--- config.mk ---
export PLATFORM = sky130hd
export DESIGN_NAME = ipv4_dest_mac_rewriter_top
export DESIGN_NICKNAME = d
export VERILOG_FILES = /design/src/design/dmr_pkg.sv /design/src/design/ipv4_dest_mac_rewriter_top.sv /design/src/design/dmr_ctrl.sv /design/src/design/dmr_dp.sv
export VERILOG_INCLUDE_DIRS = /design/src /design/src/design
export SDC_FILE = /design/constraint.sdc
export NUM_CORES = 2
export LEC_CHECK = 0
export ABC_AREA = 1
export BUFFER_PORTS_ARGS = -buffer_cell sky130_fd_sc_hd__buf_2
export CORE_MARGIN = 5
export CORE_UTILIZATION = 55
export DETAILED_ROUTE_END_ITERATION = 8
export PLACE_DENSITY_LB_ADDON = 0.15
export SETUP_SLACK_MARGIN = 0.3
export SKIP_CTS_REPAIR_TIMING = 1
export SLEW_MARGIN = 10
export SYNTH_ARGS = -nofsm -noshare
export SYNTH_HDL_FRONTEND = slang
export SYNTH_SLANG_ARGS = --single-unit
--- constraint.sdc ---
create_clock -name i_clk -period 18.5 [get_ports i_clk]
set_input_delay 1.85 -clock i_clk [delete_from_list [all_inputs] [get_ports i_clk]]
set_output_delay 1.85 -clock i_clk [all_outputs]
set_load 0.05 [all_outputs]
--- src/design/assert_macros.svh ---
// Assertion macros shared by the design files.
`ifndef ASSERT_MACROS_SVH
`define ASSERT_MACROS_SVH

// The expression holds at every clock edge outside reset.
`define ASSERT_ALWAYS(lbl, expr, msg) \
    lbl: assert property (@(posedge i_clk) disable iff (!i_rst_n) (expr)) else $error(msg);

// The antecedent implies the consequent in the same cycle.
`define ASSERT_IMPLIES(lbl, ante, cons, msg) \
    lbl: assert property (@(posedge i_clk) disable iff (!i_rst_n) (ante) |-> (cons)) \
        else $error(msg);

// The antecedent implies the consequent in the next cycle.
`define ASSERT_NEXT(lbl, ante, cons, msg) \
    lbl: assert property (@(posedge i_clk) disable iff (!i_rst_n) (ante) |=> (cons)) \
        else $error(msg);

`endif

--- src/design/dmr_pkg.sv ---
// Package with constants and controller/datapath interface types of the MAC rewriter.
`timescale 1ns / 1ps

package dmr_pkg;

    localparam int TABLE_ENTRIES_DEF = 16;

    // Header geometry: lengths and byte offsets within the frame.
    localparam logic [5:0] HDR_LEN      = 6'd34;
    localparam logic [5:0] MAC_LEN      = 6'd6;
    localparam logic [5:0] ETYPE_HI_OFS = 6'd12;
    localparam logic [5:0] ETYPE_LO_OFS = 6'd13;
    localparam logic [5:0] PROTO_OFS    = 6'd23;
    localparam logic [5:0] DIP_OFS      = 6'd30;

    localparam logic [7:0] ETYPE_IPV4_HI = 8'h08;
    localparam logic [7:0] ETYPE_IPV4_LO = 8'h00;
    localparam logic [7:0] PROTO_TCP     = 8'h06;
    localparam logic [7:0] PROTO_UDP     = 8'h11;

    // Input command codes.
    localparam logic CMD_FRAME = 1'b0;
    localparam logic CMD_ENTRY = 1'b1;

    // Width used to range-check an entry index against the table depth.
    localparam int ENTRY_XW = 9;

    typedef struct packed {
        logic [31:0] ip;
        logic [47:0] mac;
    } t_tbl_entry;

    typedef struct packed {
        logic take_hdr;
        logic take_pass;
        logic tbl_wr;
        logic scan_start;
        logic scan_run;
        logic drain_start;
        logic drain_run;
        logic drain_end;
    } t_dp_cmd;

    typedef struct packed {
        logic out_free;
        logic hdr_phase;
        logic hdr_final;
        logic qualify;
        logic scan_done;
        logic drain_done;
    } t_dp_status;

endpackage

--- src/design/ipv4_dest_mac_rewriter_top.sv ---
// Top level of the IPv4 destination MAC rewriter.
`timescale 1ns / 1ps
// Usage: the input channel (i_in_valid / o_in_stall) carries one transfer per item.
// With i_cmd at frame value the transfer is one frame byte in wire order, i_frame_last
// marking the final byte; with i_cmd at entry value it writes lookup slot i_entry_index
// and produces nothing. The output channel (o_out_valid / i_out_stall) carries frame
// bytes after any MAC rewrite, with o_out_last and o_mac_rewritten.
// The first 34 bytes of a frame are held. On the 34th byte the block checks for IPv4
// carrying TCP or UDP, scans the table one slot per cycle (skipped for other frames),
// and emits the 34 held bytes, one per cycle while the output is not stalled, with
// the destination MAC replaced by the last enabled matching slot. The input is
// stalled for that whole burst. Bytes after the header pass through the output
// register at one byte per cycle while the receiver does not stall. A frame shorter
// than 34 bytes is replayed unchanged when its last byte arrives. A stalled receiver
// holds the output register and, through it, the input. Reset empties the output,
// disables all table slots and starts a new frame. No clearing pass is needed after
// reset.

module ipv4_dest_mac_rewriter_top #(
    parameter int TABLE_ENTRIES = dmr_pkg::TABLE_ENTRIES_DEF
) (
    input  logic        i_clk,
    input  logic        i_rst_n,
    input  logic        i_in_valid,
    output logic        o_in_stall,
    input  logic        i_cmd,
    input  logic [7:0]  i_frame_byte,
    input  logic        i_frame_last,
    input  logic [3:0]  i_entry_index,
    input  logic [31:0] i_entry_ip,
    input  logic [47:0] i_entry_mac,
    input  logic        i_entry_valid,
    output logic        o_out_valid,
    input  logic        i_out_stall,
    output logic [7:0]  o_out_byte,
    output logic        o_out_last,
    output logic        o_mac_rewritten
);
    import dmr_pkg::*;

    t_dp_cmd    w_ctl;
    t_dp_status w_sts;

    // The controller sequences accept, table scan and header replay.
    dmr_ctrl u_ctrl (
        .i_clk        (i_clk),
        .i_rst_n      (i_rst_n),
        .i_in_valid   (i_in_valid),
        .o_in_stall   (o_in_stall),
        .i_cmd        (i_cmd),
        .i_frame_last (i_frame_last),
        .i_sts        (w_sts),
        .o_ctl        (w_ctl)
    );

    // The datapath owns the header store, the table memory and the output register.
    dmr_dp #(
        .TABLE_ENTRIES (TABLE_ENTRIES)
    ) u_dp (
        .i_clk           (i_clk),
        .i_rst_n         (i_rst_n),
        .i_ctl           (w_ctl),
        .o_sts           (w_sts),
        .i_frame_byte    (i_frame_byte),
        .i_frame_last    (i_frame_last),
        .i_entry_index   (i_entry_index),
        .i_entry_ip      (i_entry_ip),
        .i_entry_mac     (i_entry_mac),
        .i_entry_valid   (i_entry_valid),
        .o_out_valid     (o_out_valid),
        .i_out_stall     (i_out_stall),
        .o_out_byte      (o_out_byte),
        .o_out_last      (o_out_last),
        .o_mac_rewritten (o_mac_rewritten)
    );

endmodule

--- src/design/dmr_ctrl.sv ---
// Controller state machine of the MAC rewriter.
`timescale 1ns / 1ps
`include "assert_macros.svh"

module dmr_ctrl (
    input  logic                i_clk,
    input  logic                i_rst_n,
    input  logic                i_in_valid,
    output logic                o_in_stall,
    input  logic                i_cmd,
    input  logic                i_frame_last,
    input  dmr_pkg::t_dp_status i_sts,
    output dmr_pkg::t_dp_cmd    o_ctl
);
    import dmr_pkg::*;

    localparam logic [1:0] S_RUN   = 2'd0;
    localparam logic [1:0] S_SCAN  = 2'd1;
    localparam logic [1:0] S_DRAIN = 2'd2;

    logic [1:0] r_state;
    logic [1:0] n_state;
    logic       w_accept;
    logic [2:0] w_takes;

    assign o_in_stall = !((r_state == S_RUN) && i_sts.out_free);
    assign w_accept   = i_in_valid && !o_in_stall;
    assign w_takes    = {o_ctl.take_hdr, o_ctl.take_pass, o_ctl.tbl_wr};

    always_comb begin
        n_state = r_state;
        o_ctl   = '0;
        unique case (r_state)
            S_RUN: begin
                if (w_accept) begin
                    if (i_cmd == CMD_ENTRY) begin
                        o_ctl.tbl_wr = 1'b1;
                    end else if (i_sts.hdr_phase) begin
                        o_ctl.take_hdr = 1'b1;
                        if (i_sts.hdr_final) begin
                            o_ctl.scan_start = 1'b1;
                            n_state          = S_SCAN;
                        end else if (i_frame_last) begin
                            o_ctl.drain_start = 1'b1;
                            n_state           = S_DRAIN;
                        end
                    end else begin
                        o_ctl.take_pass = 1'b1;
                    end
                end
            end
            S_SCAN: begin
                if (!i_sts.qualify || i_sts.scan_done) begin
                    o_ctl.drain_start = 1'b1;
                    n_state           = S_DRAIN;
                end else begin
                    o_ctl.scan_run = 1'b1;
                end
            end
            S_DRAIN: begin
                if (i_sts.drain_done) begin
                    o_ctl.drain_end = 1'b1;
                    n_state         = S_RUN;
                end else begin
                    o_ctl.drain_run = 1'b1;
                end
            end
            default: begin
                n_state = S_RUN;
            end
        endcase
    end

    always_ff @(posedge i_clk) begin
        if (!i_rst_n) begin
            r_state <= S_RUN;
        end else begin
            r_state <= n_state;
        end
    end

    `ASSERT_IMPLIES(a_busy_stalls, r_state != S_RUN, o_in_stall, "input taken while busy")
    `ASSERT_NEXT(a_scan_follows, o_ctl.scan_start, r_state == S_SCAN, "scan did not start")
    `ASSERT_ALWAYS(a_one_take, $onehot0(w_takes), "two transfer actions at once")

endmodule

--- src/design/dmr_dp.sv ---
// Datapath of the MAC rewriter: header store, lookup table, scan and output register.
`timescale 1ns / 1ps
`include "assert_macros.svh"

module dmr_dp #(
    parameter int TABLE_ENTRIES = dmr_pkg::TABLE_ENTRIES_DEF
) (
    input  logic                i_clk,
    input  logic                i_rst_n,
    input  dmr_pkg::t_dp_cmd    i_ctl,
    output dmr_pkg::t_dp_status o_sts,
    input  logic [7:0]          i_frame_byte,
    input  logic                i_frame_last,
    input  logic [3:0]          i_entry_index,
    input  logic [31:0]         i_entry_ip,
    input  logic [47:0]         i_entry_mac,
    input  logic                i_entry_valid,
    output logic                o_out_valid,
    input  logic                i_out_stall,
    output logic [7:0]          o_out_byte,
    output logic                o_out_last,
    output logic                o_mac_rewritten
);
    import dmr_pkg::*;

    localparam int IW = (TABLE_ENTRIES > 1) ? $clog2(TABLE_ENTRIES) : 1;
    localparam int SW = $clog2(TABLE_ENTRIES + 1);

    // Header store and captured header fields.
    logic [7:0]  r_hdr_mem [0:HDR_LEN-1];
    logic [5:0]  r_pos;
    logic        r_burst_last;
    logic [7:0]  r_etype_hi;
    logic [7:0]  r_etype_lo;
    logic [7:0]  r_proto;
    logic [31:0] r_dip;

    // Lookup table.
    t_tbl_entry         r_tbl_mem [0:TABLE_ENTRIES-1];
    logic [TABLE_ENTRIES-1:0] r_tbl_en;
    logic [SW-1:0]      r_scan_idx;
    t_tbl_entry         r_tbl_rd;
    logic               r_tbl_rd_en;
    logic               r_tbl_rd_v;
    logic               r_hit;
    logic [47:0]        r_mac;

    // Header emission.
    logic [5:0]  r_emit_idx;
    logic [7:0]  r_hdr_rd;
    logic [5:0]  r_hdr_rd_ix;
    logic        r_hdr_rd_v;

    logic        r_out_v;
    logic [7:0]  r_out_byte;
    logic        r_out_last;
    logic        r_out_rw;

    logic [ENTRY_XW-1:0] w_wr_ix;
    logic        w_wr_ok;
    logic        w_scan_more;
    logic        w_match;
    logic        w_out_free;
    logic        w_load;
    logic        w_issue;
    logic        w_frame_end;
    logic [47:0] w_mac_sh;
    logic [7:0]  w_drain_byte;

    assign w_wr_ix     = ENTRY_XW'(i_entry_index);
    assign w_wr_ok     = i_ctl.tbl_wr && (w_wr_ix < ENTRY_XW'(TABLE_ENTRIES));
    assign w_scan_more = r_scan_idx != SW'(TABLE_ENTRIES);
    assign w_match     = r_tbl_rd_v && r_tbl_rd_en && (r_tbl_rd.ip == r_dip);
    assign w_out_free  = !r_out_v || !i_out_stall;
    assign w_load      = i_ctl.drain_run && r_hdr_rd_v && w_out_free;
    assign w_issue     = i_ctl.drain_run && (r_emit_idx != r_pos) && (!r_hdr_rd_v || w_load);
    assign w_frame_end = (i_ctl.take_pass && i_frame_last) || (i_ctl.drain_end && r_burst_last);

    // The replacement MAC goes out first byte first from its top bits.
    assign w_mac_sh     = r_mac >> {3'(MAC_LEN - 6'd1) - r_hdr_rd_ix[2:0], 3'b000};
    assign w_drain_byte = (r_hit && (r_hdr_rd_ix < MAC_LEN)) ? w_mac_sh[7:0] : r_hdr_rd;

    always_ff @(posedge i_clk) begin
        if (i_ctl.take_hdr) begin
            r_hdr_mem[r_pos] <= i_frame_byte;
            r_burst_last     <= i_frame_last;
            if (r_pos == ETYPE_HI_OFS) begin
                r_etype_hi <= i_frame_byte;
            end
            if (r_pos == ETYPE_LO_OFS) begin
                r_etype_lo <= i_frame_byte;
            end
            if (r_pos == PROTO_OFS) begin
                r_proto <= i_frame_byte;
            end
            if (r_pos >= DIP_OFS) begin
                r_dip <= {r_dip[23:0], i_frame_byte};
            end
        end
        if (w_issue) begin
            r_hdr_rd    <= r_hdr_mem[r_emit_idx];
            r_hdr_rd_ix <= r_emit_idx;
        end
        if (w_wr_ok) begin
            r_tbl_mem[w_wr_ix[IW-1:0]] <= '{ip: i_entry_ip, mac: i_entry_mac};
        end
        if (i_ctl.scan_run && w_scan_more) begin
            r_tbl_rd    <= r_tbl_mem[r_scan_idx[IW-1:0]];
            r_tbl_rd_en <= r_tbl_en[r_scan_idx[IW-1:0]];
        end
        if (w_match) begin
            r_mac <= r_tbl_rd.mac;
        end
        if (i_ctl.take_pass) begin
            r_out_byte <= i_frame_byte;
            r_out_last <= i_frame_last;
            r_out_rw   <= r_hit;
        end else if (w_load) begin
            r_out_byte <= w_drain_byte;
            r_out_last <= r_burst_last && (r_hdr_rd_ix == r_pos - 6'd1);
            r_out_rw   <= r_hit;
        end
    end

    always_ff @(posedge i_clk) begin
        if (!i_rst_n) begin
            r_pos      <= '0;
            r_tbl_en   <= '0;
            r_scan_idx <= '0;
            r_tbl_rd_v <= 1'b0;
            r_hit      <= 1'b0;
            r_emit_idx <= '0;
            r_hdr_rd_v <= 1'b0;
            r_out_v    <= 1'b0;
        end else begin
            if (i_ctl.take_hdr) begin
                r_pos <= r_pos + 6'd1;
            end else if (w_frame_end) begin
                r_pos <= '0;
            end

            if (w_wr_ok) begin
                r_tbl_en[w_wr_ix[IW-1:0]] <= i_entry_valid;
            end

            if (i_ctl.scan_start) begin
                r_scan_idx <= '0;
                r_tbl_rd_v <= 1'b0;
            end else if (i_ctl.scan_run && w_scan_more) begin
                r_scan_idx <= r_scan_idx + 1'b1;
                r_tbl_rd_v <= 1'b1;
            end else begin
                r_tbl_rd_v <= 1'b0;
            end

            // Later slots overwrite earlier hits, so the highest match wins.
            if (i_ctl.scan_start || w_frame_end) begin
                r_hit <= 1'b0;
            end else if (w_match) begin
                r_hit <= 1'b1;
            end

            if (i_ctl.drain_start) begin
                r_emit_idx <= '0;
                r_hdr_rd_v <= 1'b0;
            end else if (w_issue) begin
                r_emit_idx <= r_emit_idx + 6'd1;
                r_hdr_rd_v <= 1'b1;
            end else if (w_load) begin
                r_hdr_rd_v <= 1'b0;
            end

            if (i_ctl.take_pass || w_load) begin
                r_out_v <= 1'b1;
            end else if (!i_out_stall) begin
                r_out_v <= 1'b0;
            end
        end
    end

    always_comb begin
        o_sts.out_free   = w_out_free;
        o_sts.hdr_phase  = r_pos < HDR_LEN;
        o_sts.hdr_final  = r_pos == (HDR_LEN - 6'd1);
        o_sts.qualify    = (r_etype_hi == ETYPE_IPV4_HI) && (r_etype_lo == ETYPE_IPV4_LO) &&
                           ((r_proto == PROTO_TCP) || (r_proto == PROTO_UDP));
        o_sts.scan_done  = !w_scan_more && !r_tbl_rd_v;
        o_sts.drain_done = (r_emit_idx == r_pos) && !r_hdr_rd_v;
    end

    assign o_out_valid     = r_out_v;
    assign o_out_byte      = r_out_byte;
    assign o_out_last      = r_out_last;
    assign o_mac_rewritten = r_out_rw;

    `ASSERT_ALWAYS(a_pos_range, r_pos <= HDR_LEN, "header position beyond header length")
    `ASSERT_IMPLIES(a_rd_in_range, r_hdr_rd_v, r_hdr_rd_ix < r_pos, "header read past held bytes")

endmodule

# Word level (Yosys, flattened, before mapping)
# Memories as Yosys holds them, arrays and structs flattened. A register that Yosys moved wholly into a read port is not among the register bits.
# Cells that the tools add are included.
totals:
  register_bits: 161
  mem_count: 2
  output_inout_bits: 12
  ramBits: 1552
  word_cells: 155
op_classes:
  n_bitwise: 1
  shift: 1
  n_lt_le_gt_ge: 7
  eq_ne: 21
  n_mux: 52
  addsub: 5
  reduce_logical: 46
mem_list:
  columns: ["name", "words", "width", "rd", "rd_clocked_by_memory_dff", "write_ports", "line_no", "text"]
  rows:
  - ["u_dp.r_tbl_mem", 16, 80, 1, 1, 1, "dmr_dp.sv:39", "t_tbl_entry r_tbl_mem [0:TABLE_ENTRIES-1];"]
  - ["u_dp.r_hdr_mem", 34, 8, 1, 1, 1, "dmr_dp.sv:30", "logic [7:0] r_hdr_mem [0:HDR_LEN-1];"]
op_table:
  columns: ["op", "count"]
  rows:
  - ["$shr A48 B6 Y8", 1]
  - ["$eq A32 B32 Y1", 1]
  - ["$mux W1", 31]
  - ["$mux W8", 3]
  - ["$logic_and A1 B1 Y1", 19]
  - ["$mux W2", 9]
  - ["$bwmux W16", 1]
  - ["$lt A4 B5 Y1 const B", 3]
  - ["$add A6 B1 Y6 const B", 2]
  - ["$eq A6 B4 Y1 const B", 2]
  - ["$eq A6 B6 Y1", 2]
  - ["$mux W6", 2]
  - ["$ne A2 B1 Y1 const B", 5]
  - ["$eq A8 B3 Y1 const B", 1]
  - ["$eq A8 B4 Y1 const B", 1]
  - ["$eq A8 B5 Y1 const B", 1]
  - ["$logic_not A8 Y1", 1]
  - ["$mux W4", 2]
  - ["$reduce_and A2 Y1", 4]
  - ["$logic_not A1 Y1", 7]
  - ["$logic_or A1 B1 Y1", 7]
  - ["$eq A6 B5 Y1 const B", 1]
  - ["$eq A6 B6 Y1 const B", 1]
  - ["$ge A6 B5 Y1 const B", 1]
  - ["other kinds (21)", 25]

# Depth between registers and ports, before layout
depth:
  word_depth: 10
  depth_mapped: 15

# By module
# Synthesis repeated with hierarchy kept, for this count alone.
hier_totals:
  hier_cells: 5372
  hier_area_um2: 70322.4
modules_own_cells:
  columns: ["module", "area_each_um2", "seq_area_each_um2", "n_inst", "cells_per_inst"]
  rows:
  - ["dmr_dp", 70123.5, 53651.5, 1, 5339]
  - ["dmr_ctrl", 198.9, 40.0, 1, 33]

# Least setup slack after synthesis
# No wires, ideal clock.
synth_path:
  path_type: "input -> register"
  startpoint: "input i_out_stall"
  endpoint: "register u_dp.r_tbl_en[10]"
  setup_ns: 0.088
  path_stages: 5
  arrival_ns: 7.066
  t_required_ns: 18.412
  path_slack_ns: 11.346
  cell_sequence: "nand2_1 nand4_2 nor4_2 o21ai_0 a21oi_1"
synth_between:
  elab_chain_cells: 7
synth_rtl:
  columns: ["item", "line_no", "text"]
  rows:
  - ["start: declaration", "ipv4_dest_mac_rewriter_top.sv:34", "input logic i_out_stall,"]
  - ["$logic_not A1 Y1", "dmr_dp.sv:74", "assign w_out_free = !r_out_v || !i_out_stall;"]
  - ["$logic_or A1 B1 Y1", "dmr_dp.sv:74", null]
  - ["$logic_and A1 B1 Y1", "dmr_ctrl.sv:26", "assign o_in_stall = !((r_state == S_RUN) && i_sts.out_free);"]
  - ["$logic_and A1 B1 Y1", "dmr_ctrl.sv:27", "assign w_accept = i_in_valid && !o_in_stall;"]
  - ["$mux W4", "dmr_ctrl.sv:35", "if (w_accept) begin"]
  - ["$mux W4", "dmr_ctrl.sv:33", "unique case (r_state)"]
  - ["$logic_and A1 B1 Y1", "dmr_dp.sv:71", "assign w_wr_ok = i_ctl.tbl_wr && (w_wr_ix < ENTRY_XW'(TABLE_ENTRIES));"]
  - ["end signal: indexed assignment", "dmr_dp.sv:143", "r_tbl_en[w_wr_ix[IW-1:0]] <= i_entry_valid;"]
  - ["end: declaration", "dmr_dp.sv:40", "logic [TABLE_ENTRIES-1:0] r_tbl_en;"]
# No other way between the ends.
# A chain may end at the register's enable or synchronous reset.

# Final worst setup path
layout_path:
  startpoint: "input i_out_stall"
  endpoint: "memory u_dp.r_tbl_mem[11][21] (netlist name), enable pin"
layout_between:
  elab_chain_cells: 9
layout_rtl:
  columns: ["item", "line_no", "text"]
  rows:
  - ["$logic_not A1 Y1", "dmr_dp.sv:74", null]
  - ["$logic_or A1 B1 Y1", "dmr_dp.sv:74", null]
  - ["$logic_and A1 B1 Y1", "dmr_ctrl.sv:26", null]
  - ["$logic_and A1 B1 Y1", "dmr_ctrl.sv:27", null]
  - ["$mux W4", "dmr_ctrl.sv:35", null]
  - ["$mux W4", "dmr_ctrl.sv:33", null]
  - ["$logic_and A1 B1 Y1", "dmr_dp.sv:71", null]
  - ["$mux W1", "dmr_dp.sv:104", "if (w_wr_ok) begin"]
  - ["$mux W1 (implied by the code)", "dmr_dp.sv:105", "r_tbl_mem[w_wr_ix[IW-1:0]] <= '{ip: i_entry_ip, mac: i_entry_mac};"]
  - ["end: declaration", "dmr_dp.sv:39", null]
# No other way between the ends.

==> impl_metrics.json <==
{
  "ios": 111,
  "initial_utilization": 0.553,
  "worst-path-buf-inv": 3,
  "worstPathCellList": "buf_2 -> nand2_1 -> nand4_2 -> inv_1 -> nand3_1 -> nor2_4 -> buf_4",
  "die-area_sq_um": 135000,
  "synth_enable_flop_cells": 1762,
  "core_sq_um": 127000,
  "vias": 43700,
  "fin_skew_ns": 0.0207,
  "rsz0062_at_grt": "false",
  "clock_path_buffers": 3,
  "gp_congestion": 0.834,
  "area_growth_pct": 10.5,
  "viasPerCell": 6.06,
  "fp-row-count": 131,
  "drt-wirelength-per-cell_um": 24.4,
  "cap_violations": 0,
  "ys_ff_latch": 1801,
  "power_mw": 8.32,
  "multi_input_area_sq_um": 14600,
  "hold_path_class": "flop to flop",
  "final_cell_area_sq_um": 77800,
  "cts_root_buf": "clkbuf_16",
  "die_h_um": 368,
  "crit_family": "simple AND/OR/NAND/NOR gates",
  "maxSlewViolCount": 0,
  "slew_headroom": 0.182,
  "arrival_ns": 4.92,
  "postPlaceCellArea_sq_um": 72000,
  "syn-instance-count": 5363,
  "synth_top_area_frac": 0.751,
  "end_kind": "flop",
  "die_w_um": 368,
  "synthTopCellsByArea": "edfxtp_1, o21ai_0, nor2_1",
  "htree_levels": 4,
  "path_class": "input port to flop",
  "first_pass_iters": 5,
  "slowest_delay_ns": 1.03,
  "synth_area_per_cell_sq_um": 13.1,
  "synth_area_leader_cell": "edfxtp_1",
  "mappedNetlistArea_sq_um": 70400,
  "leakage_nw": 25.8,
  "numPortBuffers": 110,
  "clock_sinks": 1801,
  "regArea_sq_um": 53700,
  "dp.cells": 6874,
  "post-synth-top-count-cell": "edfxtp_1",
  "grt_max_degree": 202,
  "finalCritPeriodShare": 0.244,
  "max_freq_ghz": 0.222,
  "drt-total-wl_um": 176000,
  "cp.required_ns": 18.91,
  "antenna_found_initial": 22,
  "slowest_stage": "nor2_4",
  "ys.flop_type": "edfxtp_1",
  "grt_pass1_wl_um": 264000,
  "grt_pass1_vias": 40897,
  "drcViolationCount": 0,
  "min_period_ns": 4.51,
  "synth_seq_area_share": 0.762,
  "layout.cells.non_filler": 7207,
  "dp_hpwl_um": 95300,
  "drive_above_1_share": 0.0885,
  "p_per_area_nw_per_um2": 107,
  "detail-route-antenna-nets": 0,
  "startpoint_type": "input port",
  "final-hold-violation-count": 0,
  "final_nets": 5498,
  "ir_drop_uv": 101,
  "clkTransAtPathRegs_ns": 0.06,
  "synth_nets": 5469,
  "clock_latency_ns": 0.81,
  "yosysWarnings": 0,
  "critPathMaxFanout": 55,
  "numCtsBuffers": 178,
  "synth_cell_types": 43,
  "outcome": "complete, no violations",
  "grt_remaining_overflow": 0,
  "timing.setup.tns_ns": 0,
  "setup_viol": 0,
  "nFillCells": 9554,
  "ys_async_sr_fraction": 0,
  "cts_tree": "yes",
  "tightest_slew_ns": 1.22,
  "drt_iter0_markers": 5342,
  "fin_hold_ws_ns": 0.420,
  "grt_util_all_layers": 0.257,
  "synth_common_cells": "edfxtp_1, nor2_1, o21ai_0"
}
[state kept, by name (all words and copies together), names as in the netlist, 8 cells and up]
| signal | cells |
|---|---|
| u_dp.r_tbl_mem | 1280 |
| u_dp.r_hdr_mem | 272 |
| u_dp.r_tbl_rd | 80 |
| u_dp.r_mac | 48 |
| u_dp.r_dip | 32 |
| u_dp.r_tbl_en | 16 |
| u_dp.o_out_byte | 8 |
| u_dp.r_etype_hi | 8 |
| u_dp.r_etype_lo | 8 |
| u_dp.r_hdr_rd | 8 |
| u_dp.r_proto | 8 |
[cell usage in the layout, fill, tap and decap left out, drive strengths merged]
cell,synthesis,layout
a21oi,58,58
inv,152,161
clkbuf,180,214
dfxtp,39,39
a221oi,1,1
diode,0,8
nand3,78,78
and3,1,1
nand3b,2,2
nor3,12,12
bufinv,0,18
nor3b,1,1
ha,7,7
o31ai,1,1
nor2,973,973
o22ai,337,337
o21ai,848,848
nand4,107,107
xor2,8,8
or2,20,20
clkinv,1,84
buf,134,163
clkinvlp,0,1
o211ai,39,39
o2111a,6,6
nor4,4,4
edfxtp,1762,1762
xnor2,17,17
nand2,574,574
a211oi,1,1
[per-layer routing]
metal / track usage / wire length [um] / up-vias
met4: 0.0710 / 4270 / 6
li1: - / - / 19718
met3: 0.0484 / 16200 / 280
met1: 0.386 / 75300 / 21627
met5: 0 / 41 / -
met2: 0.392 / 80300 / 2069
[layout make-up]
cell class              count  area share
inverters                 153     0.00822
multi-input cells        3095       0.188
diodes                      8    0.000257
clock inverters           111      0.0146
flip-flops and latches   1801       0.690
well taps                1662      0.0267
repair buffers            163      0.0124
clock buffers             214      0.0593
[cells by family (layout without fill, tap and decap cells)]
logic type,Yosys count,after routing,share of synthesized area
XOR/XNOR,25,25,0.00311
adder cells (fa/ha/maj),7,7,0.00124
other,0,8,0
AO/OA/AOI/OAI,1291,1291,0.0998
flip-flops,1801,1801,0.762
AND/OR/NAND/NOR,1772,1772,0.102
buffers and inverters,467,641,0.0311
[where the power goes]
part | switching [mW] | leakage (nW) | internal (mW)
sequential | 0.0154 | 16.2 | 4.52
clock | 1.53 | 2.82 | 2.04
combinational | 0.175 | 6.80 | 0.0412
[final timing paths]
check	startpoint	to	slack, ns	cells past startpoint
worst max-delay path	i_out_stall	u_dp.r_tbl_mem[11][21]$_DFFE_PP_	13.99	7
worst min-delay path	u_dp.r_tbl_rd[15]$_DFFE_PP_	u_dp.r_mac[15]$_DFFE_PP_	0.42	0
worst max register to register	u_dp.r_scan_idx[0]$_SDFFE_PP0P_	u_dp.r_tbl_rd[25]$_DFFE_PP_	14.08	8
worst min register to register	u_dp.r_tbl_rd[15]$_DFFE_PP_	u_dp.r_mac[15]$_DFFE_PP_	0.42	0
[through the flow]
step	utilization	setup slack [ns]
2_1_floorplan	-	11.35
5_1_grt	0.611	13.75
6_report	0.611	13.99
3_5_place_dp	0.566	13.21
4_1_cts	0.611	14.07
3_3_place_gp	0.566	13.19
Power figures use the tool's default switching activity.
